File: src/nmps_pkg.sv
// ----------------------------------------------------------------------------
// nmps_pkg
// Shared types, sizes and codes for the nearest H-C pair search unit.
// ----------------------------------------------------------------------------
package nmps_pkg;

    localparam int MAX_POINTS = 64;
    localparam int MAX_DIM    = 64;

    localparam int PTR_W   = (MAX_POINTS > 1) ? $clog2(MAX_POINTS) : 1;
    localparam int CNT_W   = $clog2(MAX_POINTS + 1);
    localparam int COORD_W = 6;
    localparam int DIST_W  = 7;
    localparam int CFG_W   = 7;
    localparam int CFG_IDX_W = 2;
    localparam int CODE_W  = 8;
    localparam int OUT_W   = 40;

    localparam logic [CODE_W-1:0] CODE_H = 8'h48;
    localparam logic [CODE_W-1:0] CODE_C = 8'h43;

    localparam logic [CFG_IDX_W-1:0] CFG_GRID_ROWS = 2'd0;
    localparam logic [CFG_IDX_W-1:0] CFG_GRID_COLS = 2'd1;

    localparam logic [CFG_W-1:0] DIM_RESET = CFG_W'(MAX_DIM);

    typedef struct packed {
        logic [COORD_W-1:0] row;
        logic [COORD_W-1:0] col;
    } t_point;

    localparam int POINT_W = $bits(t_point);

    // Packed from found (lowest bit) up to overflow
    typedef struct packed {
        logic               overflow;
        logic [DIST_W-1:0]  distance;
        logic [COORD_W-1:0] c_col;
        logic [COORD_W-1:0] c_row;
        logic [COORD_W-1:0] h_col;
        logic [COORD_W-1:0] h_row;
        logic               found;
    } t_result;

    localparam int RES_W = $bits(t_result);

    typedef enum logic [1:0] {
        ST_LOAD,
        ST_SEARCH,
        ST_FLUSH,
        ST_FINISH
    } t_state;

    typedef struct packed {
        logic load;    // record the accepted cell and advance the scan
        logic start;   // reset pair indexes and running minimum
        logic step;    // read one H-C pair and advance the indexes
        logic finish;  // latch result and clear the grid state
    } t_dp_cmd;

    typedef struct packed {
        logic no_pairs;
        logic last_pair;
        logic out_free;
    } t_dp_sts;

    function automatic logic [CFG_W-1:0] clamp_dim(input logic [CFG_W-1:0] v);
        logic [CFG_W-1:0] r;
        if (v == '0) begin
            r = CFG_W'(1);
        end else if (v > CFG_W'(MAX_DIM)) begin
            r = CFG_W'(MAX_DIM);
        end else begin
            r = v;
        end
        return r;
    endfunction

endpackage

File: src/nmps_ram.sv
// ----------------------------------------------------------------------------
// nmps_ram
// Generic single-write, single-read RAM with registered read data.
// ----------------------------------------------------------------------------
module nmps_ram #(
    parameter int WIDTH = 12,
    parameter int DEPTH = 64
) (
    input  logic                                          i_clk,
    input  logic                                          i_we,
    input  logic [((DEPTH > 1) ? $clog2(DEPTH) : 1)-1:0] i_waddr,
    input  logic [WIDTH-1:0]                              i_wdata,
    input  logic [((DEPTH > 1) ? $clog2(DEPTH) : 1)-1:0] i_raddr,
    output logic [WIDTH-1:0]                              o_rdata
);

    logic [WIDTH-1:0] r_mem [DEPTH];
    logic [WIDTH-1:0] r_rdata;

    always_ff @(posedge i_clk) begin
        if (i_we) begin
            r_mem[i_waddr] <= i_wdata;
        end
        r_rdata <= r_mem[i_raddr];
    end

    assign o_rdata = r_rdata;

endmodule

File: src/nmps_ctrl.sv
// ----------------------------------------------------------------------------
// nmps_ctrl
// Controller: cell loading, pair search sequencing and result hand-off.
// ----------------------------------------------------------------------------
module nmps_ctrl (
    input  logic             i_clk,
    input  logic             i_rst_n,
    input  logic             i_in_valid,
    input  logic             i_in_last,
    output logic             o_in_ready,
    input  nmps_pkg::t_dp_sts i_sts,
    output nmps_pkg::t_dp_cmd o_cmd
);

    nmps_pkg::t_state r_state;
    nmps_pkg::t_state n_state;
    logic             in_acc;

    assign in_acc = i_in_valid && (r_state == nmps_pkg::ST_LOAD);

    always_ff @(posedge i_clk) begin
        if (!i_rst_n) begin
            r_state <= nmps_pkg::ST_LOAD;
        end else begin
            r_state <= n_state;
        end
    end

    always_comb begin
        n_state = r_state;
        unique case (r_state)
            nmps_pkg::ST_LOAD: begin
                if (in_acc && i_in_last) begin
                    n_state = nmps_pkg::ST_SEARCH;
                end
            end
            nmps_pkg::ST_SEARCH: begin
                if (i_sts.no_pairs) begin
                    n_state = nmps_pkg::ST_FINISH;
                end else if (i_sts.last_pair) begin
                    n_state = nmps_pkg::ST_FLUSH;
                end
            end
            nmps_pkg::ST_FLUSH: begin
                n_state = nmps_pkg::ST_FINISH;
            end
            nmps_pkg::ST_FINISH: begin
                if (i_sts.out_free) begin
                    n_state = nmps_pkg::ST_LOAD;
                end
            end
            default: begin
                n_state = nmps_pkg::ST_LOAD;
            end
        endcase
    end

    always_comb begin
        o_cmd      = '0;
        o_in_ready = 1'b0;
        unique case (r_state)
            nmps_pkg::ST_LOAD: begin
                o_in_ready   = 1'b1;
                o_cmd.load   = in_acc;
                o_cmd.start  = in_acc && i_in_last;
            end
            nmps_pkg::ST_SEARCH: begin
                o_cmd.step = !i_sts.no_pairs;
            end
            nmps_pkg::ST_FLUSH: begin
                o_cmd = '0;
            end
            nmps_pkg::ST_FINISH: begin
                o_cmd.finish = i_sts.out_free;
            end
            default: begin
                o_cmd = '0;
            end
        endcase
    end

endmodule

File: src/nmps_dp.sv
// ----------------------------------------------------------------------------
// nmps_dp
// Datapath: grid size registers, scan position, point stores, pair
// distance compare with running minimum, and the output register.
// ----------------------------------------------------------------------------
module nmps_dp (
    input  logic                             i_clk,
    input  logic                             i_rst_n,
    input  logic                             i_cfg_we,
    input  logic [nmps_pkg::CFG_IDX_W-1:0]   i_cfg_index,
    input  logic [nmps_pkg::CFG_W-1:0]       i_cfg_data,
    input  logic [nmps_pkg::CODE_W-1:0]      i_cell_code,
    input  nmps_pkg::t_dp_cmd                i_cmd,
    output nmps_pkg::t_dp_sts                o_sts,
    input  logic                             i_out_ready,
    output logic                             o_out_valid,
    output nmps_pkg::t_result                o_result
);

    logic [nmps_pkg::CFG_W-1:0]   r_rows;
    logic [nmps_pkg::CFG_W-1:0]   r_cols;
    logic [nmps_pkg::COORD_W-1:0] r_scan_row;
    logic [nmps_pkg::COORD_W-1:0] r_scan_col;
    logic [nmps_pkg::CNT_W-1:0]   r_h_cnt;
    logic [nmps_pkg::CNT_W-1:0]   r_c_cnt;
    logic                         r_drop;
    logic [nmps_pkg::PTR_W-1:0]   r_hi;
    logic [nmps_pkg::PTR_W-1:0]   r_cj;
    logic                         r_rd_vld;
    logic                         r_found;
    logic [nmps_pkg::DIST_W-1:0]  r_best_d;
    nmps_pkg::t_point             r_best_h;
    nmps_pkg::t_point             r_best_c;
    logic                         r_out_vld;
    nmps_pkg::t_result            r_out;

    logic [nmps_pkg::CFG_W-1:0]   rows_eff;
    logic [nmps_pkg::CFG_W-1:0]   cols_eff;
    logic                         col_wrap;
    logic                         row_wrap;
    logic                         is_h;
    logic                         is_c;
    logic                         h_full;
    logic                         c_full;
    logic                         h_we;
    logic                         c_we;
    nmps_pkg::t_point             cur_pos;
    logic [nmps_pkg::POINT_W-1:0] h_rdata;
    logic [nmps_pkg::POINT_W-1:0] c_rdata;
    nmps_pkg::t_point             h_pt;
    nmps_pkg::t_point             c_pt;
    logic [nmps_pkg::COORD_W-1:0] d_row;
    logic [nmps_pkg::COORD_W-1:0] d_col;
    logic [nmps_pkg::DIST_W-1:0]  pair_dist;
    logic                         better;
    logic                         j_end;
    nmps_pkg::t_result            res_next;

    assign rows_eff = nmps_pkg::clamp_dim(r_rows);
    assign cols_eff = nmps_pkg::clamp_dim(r_cols);
    assign col_wrap = (nmps_pkg::CFG_W'(r_scan_col) + nmps_pkg::CFG_W'(1)) >= cols_eff;
    assign row_wrap = (nmps_pkg::CFG_W'(r_scan_row) + nmps_pkg::CFG_W'(1)) >= rows_eff;

    assign is_h   = (i_cell_code == nmps_pkg::CODE_H);
    assign is_c   = (i_cell_code == nmps_pkg::CODE_C);
    assign h_full = (r_h_cnt == nmps_pkg::CNT_W'(nmps_pkg::MAX_POINTS));
    assign c_full = (r_c_cnt == nmps_pkg::CNT_W'(nmps_pkg::MAX_POINTS));
    assign h_we   = i_cmd.load && is_h && !h_full;
    assign c_we   = i_cmd.load && is_c && !c_full;

    assign cur_pos.row = r_scan_row;
    assign cur_pos.col = r_scan_col;

    nmps_ram #(
        .WIDTH (nmps_pkg::POINT_W),
        .DEPTH (nmps_pkg::MAX_POINTS)
    ) u_h_ram (
        .i_clk   (i_clk),
        .i_we    (h_we),
        .i_waddr (r_h_cnt[nmps_pkg::PTR_W-1:0]),
        .i_wdata (cur_pos),
        .i_raddr (r_hi),
        .o_rdata (h_rdata)
    );

    nmps_ram #(
        .WIDTH (nmps_pkg::POINT_W),
        .DEPTH (nmps_pkg::MAX_POINTS)
    ) u_c_ram (
        .i_clk   (i_clk),
        .i_we    (c_we),
        .i_waddr (r_c_cnt[nmps_pkg::PTR_W-1:0]),
        .i_wdata (cur_pos),
        .i_raddr (r_cj),
        .o_rdata (c_rdata)
    );

    assign h_pt  = nmps_pkg::t_point'(h_rdata);
    assign c_pt  = nmps_pkg::t_point'(c_rdata);
    assign d_row = (h_pt.row >= c_pt.row) ? (h_pt.row - c_pt.row) : (c_pt.row - h_pt.row);
    assign d_col = (h_pt.col >= c_pt.col) ? (h_pt.col - c_pt.col) : (c_pt.col - h_pt.col);
    assign pair_dist = nmps_pkg::DIST_W'(d_row) + nmps_pkg::DIST_W'(d_col);
    // strictly smaller keeps the earliest pair in stored order on ties
    assign better = !r_found || (pair_dist < r_best_d);

    assign j_end = (nmps_pkg::CNT_W'(r_cj) + nmps_pkg::CNT_W'(1)) == r_c_cnt;

    assign o_sts.no_pairs  = (r_h_cnt == '0) || (r_c_cnt == '0);
    assign o_sts.last_pair = j_end &&
        ((nmps_pkg::CNT_W'(r_hi) + nmps_pkg::CNT_W'(1)) == r_h_cnt);
    assign o_sts.out_free  = !r_out_vld || i_out_ready;

    always_comb begin
        res_next          = '0;
        res_next.overflow = r_drop;
        if (r_found) begin
            res_next.found    = 1'b1;
            res_next.h_row    = r_best_h.row;
            res_next.h_col    = r_best_h.col;
            res_next.c_row    = r_best_c.row;
            res_next.c_col    = r_best_c.col;
            res_next.distance = r_best_d;
        end
    end

    // Control state
    always_ff @(posedge i_clk) begin
        if (!i_rst_n) begin
            r_rows     <= nmps_pkg::DIM_RESET;
            r_cols     <= nmps_pkg::DIM_RESET;
            r_scan_row <= '0;
            r_scan_col <= '0;
            r_h_cnt    <= '0;
            r_c_cnt    <= '0;
            r_drop     <= 1'b0;
            r_hi       <= '0;
            r_cj       <= '0;
            r_rd_vld   <= 1'b0;
            r_found    <= 1'b0;
            r_out_vld  <= 1'b0;
        end else begin
            if (i_cfg_we) begin
                case (i_cfg_index)
                    nmps_pkg::CFG_GRID_ROWS: r_rows <= i_cfg_data;
                    nmps_pkg::CFG_GRID_COLS: r_cols <= i_cfg_data;
                    default: begin
                    end
                endcase
            end

            if (i_cmd.load) begin
                if (h_we) begin
                    r_h_cnt <= r_h_cnt + nmps_pkg::CNT_W'(1);
                end
                if (c_we) begin
                    r_c_cnt <= r_c_cnt + nmps_pkg::CNT_W'(1);
                end
                if ((is_h && h_full) || (is_c && c_full)) begin
                    r_drop <= 1'b1;
                end
                if (col_wrap) begin
                    r_scan_col <= '0;
                    r_scan_row <= row_wrap ? '0 : r_scan_row + nmps_pkg::COORD_W'(1);
                end else begin
                    r_scan_col <= r_scan_col + nmps_pkg::COORD_W'(1);
                end
            end

            if (i_cmd.start) begin
                r_hi    <= '0;
                r_cj    <= '0;
                r_found <= 1'b0;
            end else if (i_cmd.step) begin
                if (j_end) begin
                    r_cj <= '0;
                    r_hi <= r_hi + nmps_pkg::PTR_W'(1);
                end else begin
                    r_cj <= r_cj + nmps_pkg::PTR_W'(1);
                end
            end

            r_rd_vld <= i_cmd.step;
            if (r_rd_vld && better) begin
                r_found <= 1'b1;
            end

            if (i_cmd.finish) begin
                r_out_vld  <= 1'b1;
                r_h_cnt    <= '0;
                r_c_cnt    <= '0;
                r_scan_row <= '0;
                r_scan_col <= '0;
                r_drop     <= 1'b0;
            end else if (r_out_vld && i_out_ready) begin
                r_out_vld <= 1'b0;
            end
        end
    end

    // Payload
    always_ff @(posedge i_clk) begin
        if (r_rd_vld && better) begin
            r_best_d <= pair_dist;
            r_best_h <= h_pt;
            r_best_c <= c_pt;
        end
        if (i_cmd.finish) begin
            r_out <= res_next;
        end
    end

    assign o_out_valid = r_out_vld;
    assign o_result    = r_out;

endmodule

File: src/nearest_manhattan_pair_search_unit.sv
// ----------------------------------------------------------------------------
// nearest_manhattan_pair_search_unit
// Records H and C cell positions of a streamed grid and returns the H-C
// pair with the smallest Manhattan distance after the last cell.
// ----------------------------------------------------------------------------
// Cells are taken one per cycle while loading. After the last cell the input is
// held off for the search: one pair per cycle through the registered reads of
// the two point RAMs, a compare flush and a result latch, or the latch alone
// when either list is empty. The result is valid as the input reopens; a result
// still waiting in the output register delays the latch. Synchronous active-low reset clears
// control state; point RAMs are not cleared, only entries below the counts are read.
module nearest_manhattan_pair_search_unit (
    input  logic                               i_clk,
    input  logic                               i_rst_n,
    // configuration write channel
    input  logic                               i_cfg_valid,
    output logic                               o_cfg_ready,
    input  logic [nmps_pkg::CFG_IDX_W-1:0]     i_cfg_index,
    input  logic [nmps_pkg::CFG_W-1:0]         i_cfg_data,
    // cell stream
    input  logic                               s_axis_tvalid,
    output logic                               s_axis_tready,
    input  logic [nmps_pkg::CODE_W-1:0]        s_axis_tdata,  // [7:0] cell_code
    input  logic                               s_axis_tlast,  // last_cell
    // result stream
    output logic                               m_axis_tvalid,
    input  logic                               m_axis_tready,
    // from bit 0: found, h_row, h_col, c_row, c_col, distance, overflow, zero pad
    output logic [nmps_pkg::OUT_W-1:0]         m_axis_tdata
);

    nmps_pkg::t_dp_cmd cmd;
    nmps_pkg::t_dp_sts sts;
    nmps_pkg::t_result result;

    assign o_cfg_ready = 1'b1;

    nmps_ctrl u_ctrl (
        .i_clk      (i_clk),
        .i_rst_n    (i_rst_n),
        .i_in_valid (s_axis_tvalid),
        .i_in_last  (s_axis_tlast),
        .o_in_ready (s_axis_tready),
        .i_sts      (sts),
        .o_cmd      (cmd)
    );

    nmps_dp u_dp (
        .i_clk       (i_clk),
        .i_rst_n     (i_rst_n),
        .i_cfg_we    (i_cfg_valid),
        .i_cfg_index (i_cfg_index),
        .i_cfg_data  (i_cfg_data),
        .i_cell_code (s_axis_tdata),
        .i_cmd       (cmd),
        .o_sts       (sts),
        .i_out_ready (m_axis_tready),
        .o_out_valid (m_axis_tvalid),
        .o_result    (result)
    );

    assign m_axis_tdata = {{(nmps_pkg::OUT_W - nmps_pkg::RES_W){1'b0}}, result};

endmodule
File: config.mk
export PLATFORM = sky130hd
export DESIGN_NAME = nearest_manhattan_pair_search_unit
export DESIGN_NICKNAME = d
export VERILOG_FILES = /design/src/nmps_pkg.sv /design/src/nmps_ram.sv /design/src/nmps_ctrl.sv /design/src/nmps_dp.sv /design/src/nearest_manhattan_pair_search_unit.sv
export SDC_FILE = /design/constraint.sdc
export NUM_CORES = 2
export LEC_CHECK = 0
export BUFFER_PORTS_ARGS = -buffer_cell sky130_fd_sc_hd__buf_2
export CAP_MARGIN = 20
export CORE_UTILIZATION = 50
export DETAILED_ROUTE_END_ITERATION = 6
export MAX_ROUTING_LAYER = met4
export PLACE_DENSITY = 0.65
export SYNTH_ARGS = -nofsm -noshare
export SYNTH_HDL_FRONTEND = slang
export SYNTH_SLANG_ARGS = --single-unit
File: constraint.sdc
create_clock -name i_clk -period 9.3 [get_ports i_clk]
set_clock_uncertainty 0.05 [all_clocks]
set_input_delay 1.86 -clock i_clk [delete_from_list [all_inputs] [get_ports i_clk]]
set_output_delay 1.86 -clock i_clk [all_outputs]
set_load 0.01 [all_outputs]
# After elaboration in Yosys (flattened, before gate mapping)
# Memories as Yosys holds them, arrays and structs flattened. A register that Yosys moved wholly into a read port is not among the register bits.
# Cells that the tools add are included.
[word_totals]
regBits = 122
mem_bits_ro = 0
ram_bits = 1536
latchBits = 0
memories = 2
input_bits = 23
out_inout_bits = 43
elab_cells = 128
[classes]
n_reduce_logical = 38
multipliers = 0
n_div = 0
shifts = 0
mux = 27
n_eq_ne = 13
n_bitwise = 1
n_addsub = 15
magnitude_cmp = 7
[memory_table]
columns = ["name", "words", "word_bits", "read_ports", "rd_ports_with_merged_regs", "wr", "line", "rtl"]
rows = [
  ["u_dp.u_c_ram.r_mem", 64, 12, 1, 1, 1, "nmps_ram.sv:17", "logic [WIDTH-1:0] r_mem [DEPTH];"],
  ["u_dp.u_h_ram.r_mem", 64, 12, 1, 1, 1, "nmps_ram.sv:17", ""],
]
[op_table]
columns = ["cell", "count"]
rows = [
  ["6-bit two-way mux", 5],
  ["6-bit by 1-bit adder with 7-bit output (second input constant)", 4],
  ["7-bit logical NOT", 4],
  ["7-bit two-way mux", 4],
  ["6-bit by 1-bit adder with 6-bit output (second input constant)", 4],
  ["6-bit subtractor", 4],
  ["8-bit by 7-bit == test with 1-bit output (second input constant)", 2],
  ["7-bit by 1-bit adder with 7-bit output (second input constant)", 2],
  ["7-bit == test", 2],
  ["7-bit == test (second input constant)", 2],
  ["7-bit greater-or-equal comparator", 2],
  ["7-bit > comparator (second input constant)", 2],
  ["2-bit AND reduction", 7],
  ["6-bit greater-or-equal comparator", 2],
  ["1-bit two-way mux", 12],
  ["1-bit logical AND", 11],
  ["2-bit two-way mux", 5],
  ["2-bit one-hot mux with 4 select lines", 1],
  ["6-bit by 6-bit adder with 7-bit output", 1],
  ["7-bit < comparator", 1],
  ["1-bit logical NOT", 5],
  ["2-bit by 1-bit == test with 1-bit output (second input constant)", 2],
  ["2-bit == test (second input constant)", 2],
  ["2-bit logical NOT", 2],
  ["other kinds (8)", 13],
]

# Logic depth before layout (Yosys ltp)
[logic_depth]
ltp_word = 8
depth_mapped = 22

# Cells and area by module
# From an unflattened synthesis, not the netlist that was laid out.
[hier_totals]
hier_cells = 3367
area_unflattened_um2 = 66627.7
[by_module_without_submodules]
columns = ["mod", "cells_each", "instances", "area_each_um2"]
rows = [
  ["nmps_ram", 1339, 2, 29851.1],
  ["nmps_dp", 657, 1, 6673.9],
  ["nmps_ctrl", 22, 1, 183.9],
  ["nearest_manhattan_pair_search_unit", 10, 1, 67.6],
]

# Worst setup path before layout
# OpenSTA, ideal clock, no wires.
[synth_timing]
kind = "register to register"
from = "register u_dp.u_c_ram.r_rdata[7], in the netlist u_dp.u_c_ram.o_rdata[7] (read register of u_dp.u_c_ram.r_mem)"
to = "register u_dp.r_best_c[0] (netlist name), enable pin"
t_required_ns = 8.862
n_path_buf = 1
setup_slack_ns = 4.631
arrival_time_ns = 4.231
synth_period_minus_slack_ns = 4.669
path_stages_with_launch = 16
setup_ns = 0.388
path_cell_list = "dfxtp_1 -> inv_1 -> fa_1 -> a21o_1 -> a21oi_1 -> a311o_1 -> buf_2 -> mux2_2 -> fa_1 -> ha_1 -> a21o_1 -> a21o_1 -> a21o_1 -> a211oi_1 -> o21ai_0 -> nand2_1"
[synth_between]
elab_chain_len = 6
[synth_rtl]
columns = ["element", "line", "rtl"]
rows = [
  ["start, declared", "nmps_ram.sv:18", "logic [WIDTH-1:0] r_rdata;"],
  ["6-bit subtractor or 6-bit greater-or-equal comparator (tied branches)", "nmps_dp.sv:100", "assign d_row = (h_pt.row >= c_pt.row) ? (h_pt.row - c_pt.row) : (c_pt.row - h_pt.row);"],
  ["6-bit two-way mux (*)", "nmps_dp.sv:100", ""],
  ["6-bit by 6-bit adder with 7-bit output (*)", "nmps_dp.sv:102", "assign pair_dist = nmps_pkg::DIST_W'(d_row) + nmps_pkg::DIST_W'(d_col);"],
  ["net u_dp.pair_dist, one bit", "nmps_dp.sv:54", "logic [nmps_pkg::DIST_W-1:0] pair_dist;"],
  ["7-bit < comparator (*)", "nmps_dp.sv:104", "assign better = !r_found || (pair_dist < r_best_d);"],
  ["1-bit logical OR (*)", "nmps_dp.sv:104", ""],
  ["1-bit logical AND (*)", "nmps_dp.sv:202", "if (r_rd_vld && better) begin"],
  ["end signal, assigned", "nmps_dp.sv:205", "r_best_c <= c_pt;"],
  ["end, declared", "nmps_dp.sv:33", "nmps_pkg::t_point r_best_c;"],
]
# The timed path passes the listed nets; every way through them passes the cells marked *.
# A chain may end at the register's enable or synchronous reset.

# Worst setup path in the final report
[layout_timing]
from = "register u_dp.u_c_ram.r_rdata[7], in the netlist u_dp.u_c_ram.o_rdata[7] (read register of u_dp.u_c_ram.r_mem)"
to = "register u_dp.r_best_c[2] (netlist name), enable pin"
# Same word-level chain as after synthesis.

==> flow_summary.ini <==
[layout]
fillers = 9377
fin_nets = 3384
layout-drive-gt1-share_pct = 27.44
syn_to_final_growth_pct = 12.49

[run]
max_cap_viol_count = 0

[die]
start_util_pct = 50.43
die_x_um = 366.1
dieHeight_um = 366.1
rows = 133
die_area_um2 = 134100
io_pins = 66
core_um2 = 131500

[timing]
finalCriticalPeriod_ns = 5.348
max_slew_margin_pct = 23.73
hold_violations = 0
drv_slew = 0
final.setup.tns_ns = 0
setup_viol = 0
tightest_slew_ns = 1.140
rsz0062_at_grt = no
min_period_over_period_pct = 57.50
fmax_mhz = 187.0

[logic_synthesis]
ys_ff_latch = 1682
syn-instance-count = 3121
yosysWarnings = 0
yosysSeqAreaShare_pct = 74.95
syn_avg_cell_area_um2 = 21.24
synth_edf_count = 1600
synth_area_um2 = 66300
yosysUniqueCellTypes = 56
ys_async_sr_fraction_pct = 0
synth_ff_type = edfxtp_1

[run_status]
status = finished, final reports clean

[worst_setup_path]
reg2reg_setup_slack_ns = 3.95
critPathLaunchType = flip-flop
reg2reg_from = u_dp.u_c_ram.o_rdata[7]
end_kind = flip-flop
reg2reg_depth = 16
cp_max_fo = 21
r2r_end = u_dp.r_best_c[2]
worstPathRequired_ns = 9.71
path_class = flip-flop to flip-flop
cp.arrival_ns = 5.76

[hold_path]
holdCritStartpoint = u_dp.u_c_ram.o_rdata[11]
hold_path_end = u_dp.r_best_c[11]
hold_class = flip-flop to flip-flop
holdPathStages = 0

[global_route]
antenna_found_initial = 5
grt_max_degree = 141
grt_pass1_wl_um = 225800
track_usage_pct = 24.05
grt_overflow = 0
grt_pass1_vias = 31850

[power_and_ir_drop]
total_power_w = 0.01531
p_leak_nw = 24.74
powerDensity_nw_per_um2 = 205.3
peakVddDrop_v = 0.0002029

[clock_network]
clk_path_buf_depth = 3
ctsResizeCount = 0
root_buffer = clkbuf_16
post_cts_buffers = 0
clock_sinks = 1682
cts_made_buffers = 162
clock_latency_ns = 0.80
holdBufCountCts = 0
cts_tree = done
cts_max_level = 4
clkTransAtPathRegs_ns = 0.06

[drt]
drc = 0
via_per_inst = 6.158
ant_nets = 0
drt-initial-drc-count = 4326
routed_wirelength_um = 155700
vias = 31980
first_pass_iters = 6
routedWlPerCell_um = 29.97

[place]
io_buffer_count = 57
place_congestion = 0.8721
dp_hpwl_um = 94470
==> area by class of cell <==
type / instances / area [um2] / share of cell area, %
multi-input combinational: 1219 / 15620 / 20.94
antenna: 2 / 5.005 / 0.006711
sequential: 1682 / 49760 / 66.72
tap: 1755 / 2196 / 2.944
clock inverter: 107 / 1170 / 1.569
clock buffer: 197 / 4259 / 5.711
timing repair buffer: 174 / 1355 / 1.817
inverter: 58 / 217.7 / 0.2919
==> Yosys cell counts (all sizes together), types with 23 or more instances <==
library cell | number | area [um2]
edfxtp | 1600 | 48050
mux4 | 488 | 10990
nor2 | 190 | 715.7
buf | 92 | 530.5
dfxtp | 82 | 1642
clkbuf | 76 | 285.3
ha | 59 | 738.2
inv | 58 | 217.7
nand2 | 58 | 217.7
a21oi | 57 | 285.3
nand3 | 44 | 225.2
and2 | 37 | 231.5
mux2i | 36 | 360.4
xnor2 | 28 | 245.2
nor2b | 25 | 156.4
a211oi | 23 | 172.7
o21ai | 23 | 115.1
==> stage by stage <==
step | setup slack, ns | hold slack (ns) | instances | instance area [um2] | util (%)
6_report | 3.952 | 0.3926 | 5194 | 74580 | 56.73
5_1_grt | 3.358 | 0.4068 | 5193 | 74580 | 56.73
4_1_cts | 3.970 | 0.3939 | 5123 | 73930 | 56.23
3_5_place_dp | 3.500 | 0.3806 | 4819 | 68500 | 52.10
3_3_place_gp | 3.596 | 0.3725 | 4812 | 68420 | 52.04
2_1_floorplan | 4.631 | 0.3582 | 3127 | 66320 | -
==> how the worst max path moves through the flow <==
stage	start	to	slack, ns
2_1_floorplan	u_dp.u_c_ram.o_rdata[7]	u_dp.r_best_c[0]	4.63
3_3_place_gp	s_axis_tdata[5]	u_dp.u_h_ram.r_mem[54][2]	3.60
3_5_place_dp	s_axis_tdata[5]	u_dp.u_h_ram.r_mem[53][4]	3.50
4_1_cts	u_dp.u_c_ram.o_rdata[1]	u_dp.r_best_h[4]	3.97
5_1_grt	u_dp.u_c_ram.o_rdata[1]	u_dp.r_best_d[5]	3.36
6_report	u_dp.u_c_ram.o_rdata[7]	u_dp.r_best_c[2]	3.95
==> registers in the layout, summed over array words and instances, names as in the netlist, 7 cells and up <==
name / cells
u_dp.r_c_cnt: 7
u_dp.u_c_ram.o_rdata: 12
u_dp.r_best_d: 7
u_dp.u_h_ram.o_rdata: 12
u_dp.u_c_ram.r_mem: 768
u_dp.o_result: 33
u_dp.r_best_h: 12
u_dp.u_h_ram.r_mem: 768
u_dp.r_cols: 7
u_dp.r_rows: 7
u_dp.r_h_cnt: 7
u_dp.r_best_c: 12
==> critical path, cell delays in order (launching register included) <==
cell       delay, ns
dfxtp_1         0.46
inv_1           0.13
fa_1            0.47
a21o_1          0.17
a21oi_1         0.23
a311o_1         0.44
mux2i_1         0.34
nor3_1          0.07
a2111oi_0       0.43
o211ai_1        0.18
ha_1            0.35
xnor2_1         0.27
ha_1            0.29
o21ai_0         0.20
o21ai_0         0.11
nand2_1         0.40
buf_4           0.40
==> placed cells by master (no fill, tap or decap), drive strengths merged, types with 7 or more instances in the layout <==
cell	n
edfxtp	1600
and2	37
mux2i	36
mux4	488
inv	71
ha	59
conb	8
dfxtp	82
a21oi	57
clkbuf	199
or3	7
buf	172
xor2	17
nand2b	10
nand2	58
nor2b	25
nor2	190
xnor2	28
a211oi	23
nand3b	10
a21o	9
clkinv	67
and3	13
nor3	15
o21ai	23
bufinv	22
nand3	44
==> where the power goes <==
| part | internal (W) | switching (W) |
|---|---|---|
| clock | 0.00390 | 0.00282 |
| sequential | 0.00830 | 0.0000779 |
| combinational | 0.0000578 | 0.000167 |
==> logic make-up after synthesis <==
| logic type | synth area share (%) |
|---|---|
| AOI/OAI and AO/OA | 1.353 |
| buffers and inverters | 1.559 |
| xor gates and xnor gates | 0.5945 |
| muxes | 17.16 |
| and+or+nand+nor | 3.116 |
| adders and majority gates | 1.264 |
| other | 0.01133 |
| DFF | 74.95 |
==> per-layer routing <==
metal  part of all wire [%]  global-route usage (%)  routed length (um)
met3                    8.3                   4.359               12910
met1                     41                   34.21               64400
met5                      0                       -                   0
met2                     48                   36.70               75370
met4                    1.9                   5.270                2996
Note: power is estimated with default switching activity, not from simulation.
